==> config.mk <==
export PLATFORM = sky130hd
export DESIGN_NAME = vn_prep
export DESIGN_NICKNAME = d
export VERILOG_FILES = /design/src/design/vn_pkg.sv /design/src/design/vn_prep.sv
export SDC_FILE = /design/constraint.sdc
export NUM_CORES = 2
export LEC_CHECK = 0
export BUFFER_PORTS_ARGS = -buffer_cell sky130_fd_sc_hd__buf_2
export CORE_AREA = 2 2 380 382
export CTS_BUF_LIST = sky130_fd_sc_hd__clkbuf_8
export CTS_CLUSTER_SIZE = 25
export DETAILED_ROUTE_END_ITERATION = 7
export DIE_AREA = 0 0 382 384
export PLACE_DENSITY = 0.51
export SYNTH_ARGS = -nofsm -noshare
export SYNTH_HDL_FRONTEND = slang
export SYNTH_SLANG_ARGS = --single-unit
==> constraint.sdc <==
create_clock -name clk -period 4.1 [get_ports clk]
set_input_delay 0.205 -clock clk [delete_from_list [all_inputs] [get_ports clk]]
set_output_delay 0.205 -clock clk [all_outputs]
set_load 0.02 [all_outputs]
==> src/design/vn_pkg.sv <==
// ----------------------------------------------------------------------------
// vn_pkg: shared types and constants of the vector normalizer
// Holds the request and result formats and the word that travels down the
// row of root-finding cells.
// ----------------------------------------------------------------------------
package vn_pkg;

    localparam int IN_WIDTH      = 16;
    localparam int OUT_FRAC_BITS = 14;
    localparam int OUT_WIDTH     = OUT_FRAC_BITS + 2;
    localparam int SQ_WIDTH      = 2 * IN_WIDTH;
    localparam int SUM_WIDTH     = 2 * IN_WIDTH;
    localparam int REM_WIDTH     = 2 * IN_WIDTH + 2 * OUT_FRAC_BITS + 2;
    localparam int Q_WIDTH       = OUT_FRAC_BITS + 1;
    localparam int LANES         = 3;

    typedef struct packed {
        logic signed [IN_WIDTH-1:0] comp_x;
        logic signed [IN_WIDTH-1:0] comp_y;
        logic signed [IN_WIDTH-1:0] comp_z;
    } in_item_t;

    typedef struct packed {
        logic signed [OUT_WIDTH-1:0] unit_x;
        logic signed [OUT_WIDTH-1:0] unit_y;
        logic signed [OUT_WIDTH-1:0] unit_z;
        logic                        was_zero;
    } out_item_t;

    // Per lane: remainder T - q^2*S, running product S*q and quotient bits.
    typedef struct packed {
        logic [LANES-1:0][REM_WIDTH-1:0] rem;
        logic [LANES-1:0][REM_WIDTH-1:0] prod;
        logic [LANES-1:0][Q_WIDTH-1:0]   quo;
        logic [SUM_WIDTH-1:0]            sum;
        logic [LANES-1:0]                neg;
        logic                            zero;
    } cell_data_t;

endpackage

==> src/design/vn_prep.sv <==
// ----------------------------------------------------------------------------
// vn_prep: magnitude, square and sum-of-squares front end
// Two register stages: magnitudes and squares, then the sum of squares and
// the scaled targets that seed the first cell.
// ----------------------------------------------------------------------------
module vn_prep (
    input  logic               clk,
    input  logic               rst_n,
    input  logic               en,
    input  logic               in_valid,
    input  vn_pkg::in_item_t   in_data,
    output logic               out_valid,
    output vn_pkg::cell_data_t out_data
);
    import vn_pkg::*;

    logic [LANES-1:0][IN_WIDTH-1:0] comp;
    logic [LANES-1:0][IN_WIDTH-1:0] mag;
    logic [LANES-1:0]               neg;
    logic [LANES-1:0][SQ_WIDTH-1:0] sq_next, sq_reg;
    logic [LANES-1:0]               neg_reg;
    logic                           v1_reg, v2_reg;
    logic [SUM_WIDTH-1:0]           sum;
    cell_data_t                     data_next, data_reg;

    assign comp[0] = in_data.comp_x;
    assign comp[1] = in_data.comp_y;
    assign comp[2] = in_data.comp_z;

    always_comb
    begin
        for (int i = 0; i < LANES; i++)
        begin
            neg[i]     = comp[i][IN_WIDTH-1];
            // The most negative code keeps its true magnitude as unsigned.
            mag[i]     = neg[i] ? (~comp[i] + 1'b1) : comp[i];
            sq_next[i] = mag[i] * mag[i];
        end
    end

    assign sum = sq_reg[0] + sq_reg[1] + sq_reg[2];

    always_comb
    begin
        data_next = '0;
        for (int i = 0; i < LANES; i++)
        begin
            data_next.rem[i] = {{(REM_WIDTH - SQ_WIDTH){1'b0}}, sq_reg[i]}
                               << (2 * OUT_FRAC_BITS);
        end
        data_next.sum  = sum;
        data_next.neg  = neg_reg;
        data_next.zero = (sum == '0);
    end

    always_ff @(posedge clk or negedge rst_n)
    begin
        if (!rst_n)
        begin
            v1_reg <= 1'b0;
            v2_reg <= 1'b0;
        end
        else if (en)
        begin
            v1_reg <= in_valid;
            v2_reg <= v1_reg;
        end
    end

    always_ff @(posedge clk)
    begin
        if (en)
        begin
            sq_reg   <= sq_next;
            neg_reg  <= neg;
            data_reg <= data_next;
        end
    end

    assign out_valid = v2_reg;
    assign out_data  = data_reg;

endmodule

# Word-level counts from Yosys, hierarchy flattened
# Cells that the tools add are included.
# classes
n_addsub,5
n_mul,3
mux,3
bitwise_logic,3
reduce_logical,1
# ops
op,count
$mul 16x16->32,3
$add 32x32->32,2
$add 16x1->16 const B,3
$mux 16,3
$not 16->16,3
$logic_not 32->1,1
# word_totals
regBits,233
input_bits,52
out_inout_bits,454
word_cells,27

# Logic depth before layout (Yosys ltp)
# depth
word_depth,4
depth_mapped,36

# Least setup slack after synthesis
# OpenSTA, ideal clock, no wires.
# synth_timing
path_kind,input port to flip-flop
from,in in_data[0] in the netlist's numbering
to,"reg sq_reg, in the netlist data_next[450] (data pin)"
setup_time_ns,0.266
t_arrival_ns,7.885
required_time_ns,3.834
setup_slack_ns,-4.051
cell_stages,32
n_path_buf,1
path_cell_list,inv_1 -> clkbuf_1 -> ha_1 -> nand2_1 -> or3_1 -> or2_2 -> o41ai_1 -> xor2_1 -> clkinv_1 -> nand2_1 -> inv_1 -> fa_1 -> inv_1 -> fa_1 -> inv_1 -> fa_1 -> fa_1 -> fa_1 -> inv_1 -> fa_1 -> inv_1 -> ha_1 -> or4_1 -> a31oi_1 -> o31ai_1 -> a211oi_1 -> nor2b_1 -> nor2_1 -> o21bai_1 -> nor4b_1 -> nor4_1 -> xnor2_1
# synth_lines
item,line,text
from (decl),vn_prep.sv:11,"input vn_pkg::in_item_t in_data,"
to (signal assigned),vn_prep.sv:74,sq_reg <= sq_next;
to (decl),vn_prep.sv:20,"logic [LANES-1:0][SQ_WIDTH-1:0] sq_next, sq_reg;"

==> summary.txt <==
Status
  – Outcome: finished, violations left
  – Violated checks: negative setup slack

Timing
  – Setup tns final: -140850 ps
  – RSZ-0062 raised after global routing: true
  – Worst Skew: 82.2 ps
  – Fmax: 147 MHz
  – Worst-Margin Slew: 841 ps
  – Final setup viols: 77
  – Hold Vio Cnt, Final: 0
  – Max Slew Vio Count: 0
  – Final WS setup: -2710 ps
  – Final Cycle Share: 166%
  – Slew headroom: 43.7%
  – Tmin final: 6810 ps

Floorplanning
  – Die area: 147000 sq um
  – Core area: 143000 sq um
  – # rows: 139
  – # IOs: 506
  – Initial Util: 22.9%
  – Die Span Y: 384 um
  – Chip width: 382 um

Critical path
  – CP startpoint kind: input port
  – Crit-path slowest cell: fa_1
  – Reg-to-reg startpoint: data_next[425]
  – Max FO, Critical Path: 3
  – CP Data Arrival Time: 7230 ps
  – RR Endpoint: out_data[0]
  – Worst path most repeated cell: fa_1
  – CP Capture Type: register
  – CP max stage delay: 570 ps
  – Worst Setup SP: in_data[36]
  – Setup CP Type: in -> reg
  – Req. time, crit path: 4520 ps
  – Worst reg-to-reg path cell count: 14
  – Reg-to-reg slack, setup: -560 ps
  – CP endpoint: data_next[322]

Hold path
  – Hold Path Class: in -> reg

Detailed routing
  – Drt total wl: 93600 um
  – Routed Antenna Nets: 0
  – 1st-iter DRT viols: 929
  – DR pass1 iterations: 6
  – Vias/cell: 3.87
  – Drt drc: 0
  – WL/cell: 14.9 um
  – Vias after detailed routing: 24236

Synthesis
  – Synth Register Bits: 227
  – Post-Syn Instances: 3229
  – Post-synth EDFFs: 225
  – Yosys warns: 0
  – FFs w/ async S/R, synth: 0.881%
  – Register area share after synthesis: 20.9%
  – Yosys cell types: 66
  – Syn Std Cell Area: 32600 sq um
  – Avg Cell Area, Syn: 10.1 sq um
  – Ys flop type: edfxtp_1

Cells and area
  – Reg area: 6810 sq um
  – Most frequent cells in the layout: buf_4, inv_1, fa_1
  – Commonest non-fill, non-tap cell in the layout: buf_4
  – Syn-to-layout area delta: 40.3%
  – Design area: 45800 sq um
  – Final nets: 5214
  – Fill count: 14715
  – Share of layout cells above drive strength 1: 36.4%
  – Area occupied by multi-input gates: 24900 sq um
  – Largest register FFs: 129

CTS
  – TritonCTS Sinks: 227
  – CTS buffer count: 47
  – CTS H-tree depth: 2
  – CTS tree: done
  – Root Buffer: clkbuf_8
  – Worst-Skew Late Latency: 730 ps
  – Clock tree buffer depth: 3
  – Clk slew on worst S/H paths: 60 ps

GRT
  – Initial antenna violation count: 5
  – First-pass GRT wire length: 143000 um
  – Vias in the first global route: 25231
  – GRT overflow: 0
  – Largest net degree at the start of global routing: 90
  – Total GRT Usage: 12.7%

Place
  – IO buf count: 181
  – GPL Wtd Cong: 0.884
  – DP Area: 41800 sq um
  – Post-DP HPWL: 79900 um

Flow run
  – Max-Cap Viols: 0
[final cells by class]
cell class	instances	share of cell area [%]
antenna	3	0.0164
inverter	697	5.94
multi-input combinational	2303	54.3
timing repair buffer	1047	17.5
clock inverter	39	0.804
tap	1903	5.20
clock buffer	47	1.41
sequential	227	14.9
[stage by stage]
stage               utilization (%)  worst slack (ps)  cells  hold WS [ps]
CTS                            31.2             -2640   6221          1.53
floorplan                         -             -3450   3587         -90.6
global placement               29.3             -3800   6068         -9.37
global route                   32.1             -2930   6265          38.8
detailed placement             29.3             -3840   6068         -7.15
finish                         32.1             -2710   6266          87.5
[worst max-delay path, delay by kind of cell]
family	cells	cell delay (ps)
buffers and inverters	7	640
AND/OR/NAND/NOR	10	1940
AO/OA/AOI/OAI	6	980
XOR/XNOR	1	190
adder cells (fa/ha/maj)	7	3260
[routing by layer]
layer  track usage [%]  vias to the layer above  wire, um
met5                 0                        -        32
li1                  -                    11611         -
met1              16.9                    11956     41500
met3              2.53                       94      5190
met2              21.1                      571     44800
met4              2.70                        4      2000
[timing repair]
item,CTS,global route
gates resized for setup,248,218
pin swaps,155,122
hold buffers,7,0
setup endpoints to repair,80,81
hold endpoints to repair,42,0
setup buffers,73,63
[synthesized netlist by cell type, drive strengths merged, types with 20 or more instances]
| master | instances | area, sq um |
|---|---|---|
| and2 | 21 | 131 |
| ha | 318 | 3980 |
| nand2 | 257 | 965 |
| clkinv | 20 | 75.1 |
| nor2 | 219 | 822 |
| nor3 | 20 | 100 |
| o21ai | 57 | 285 |
| a21o | 47 | 354 |
| fa | 521 | 10400 |
| nand2b | 20 | 125 |
| edfxtp | 225 | 6760 |
| xnor2 | 116 | 1020 |
| inv | 677 | 2540 |
| buf | 324 | 2430 |
| a21oi | 95 | 479 |
| xor2 | 57 | 499 |
| clkbuf | 36 | 135 |
[how the worst min path moves through the flow]
stage,startpoint,endpoint,slack [ps],cells past startpoint
finish,in_data[32],data_next[295],90,3
global route,in_data[32],data_next[295],40,3
CTS,in_data[31],neg_reg[1],2,2
detailed placement,rst_n,out_valid,-7,1
global placement,rst_n,out_valid,-9,1
floorplan,rst_n,out_valid,-90,0
[logic make-up (layout without fill, tap and decap cells)]
group / after synthesis / after routing / synth area share [%]
xor+xnor: 173 / 173 / 4.64
other cells: 2 / 363 / 0.0230
flops: 227 / 227 / 20.9
mux: 2 / 2 / 0.0690
buf+inv: 1057 / 1830 / 15.9
compound gates: 304 / 304 / 6.01
simple gates: 625 / 625 / 8.37
fa+ha+maj: 839 / 839 / 44.1
Power is not shown: default switching activity piles up to over one toggle a cycle in this logic, so the estimate is an artifact.
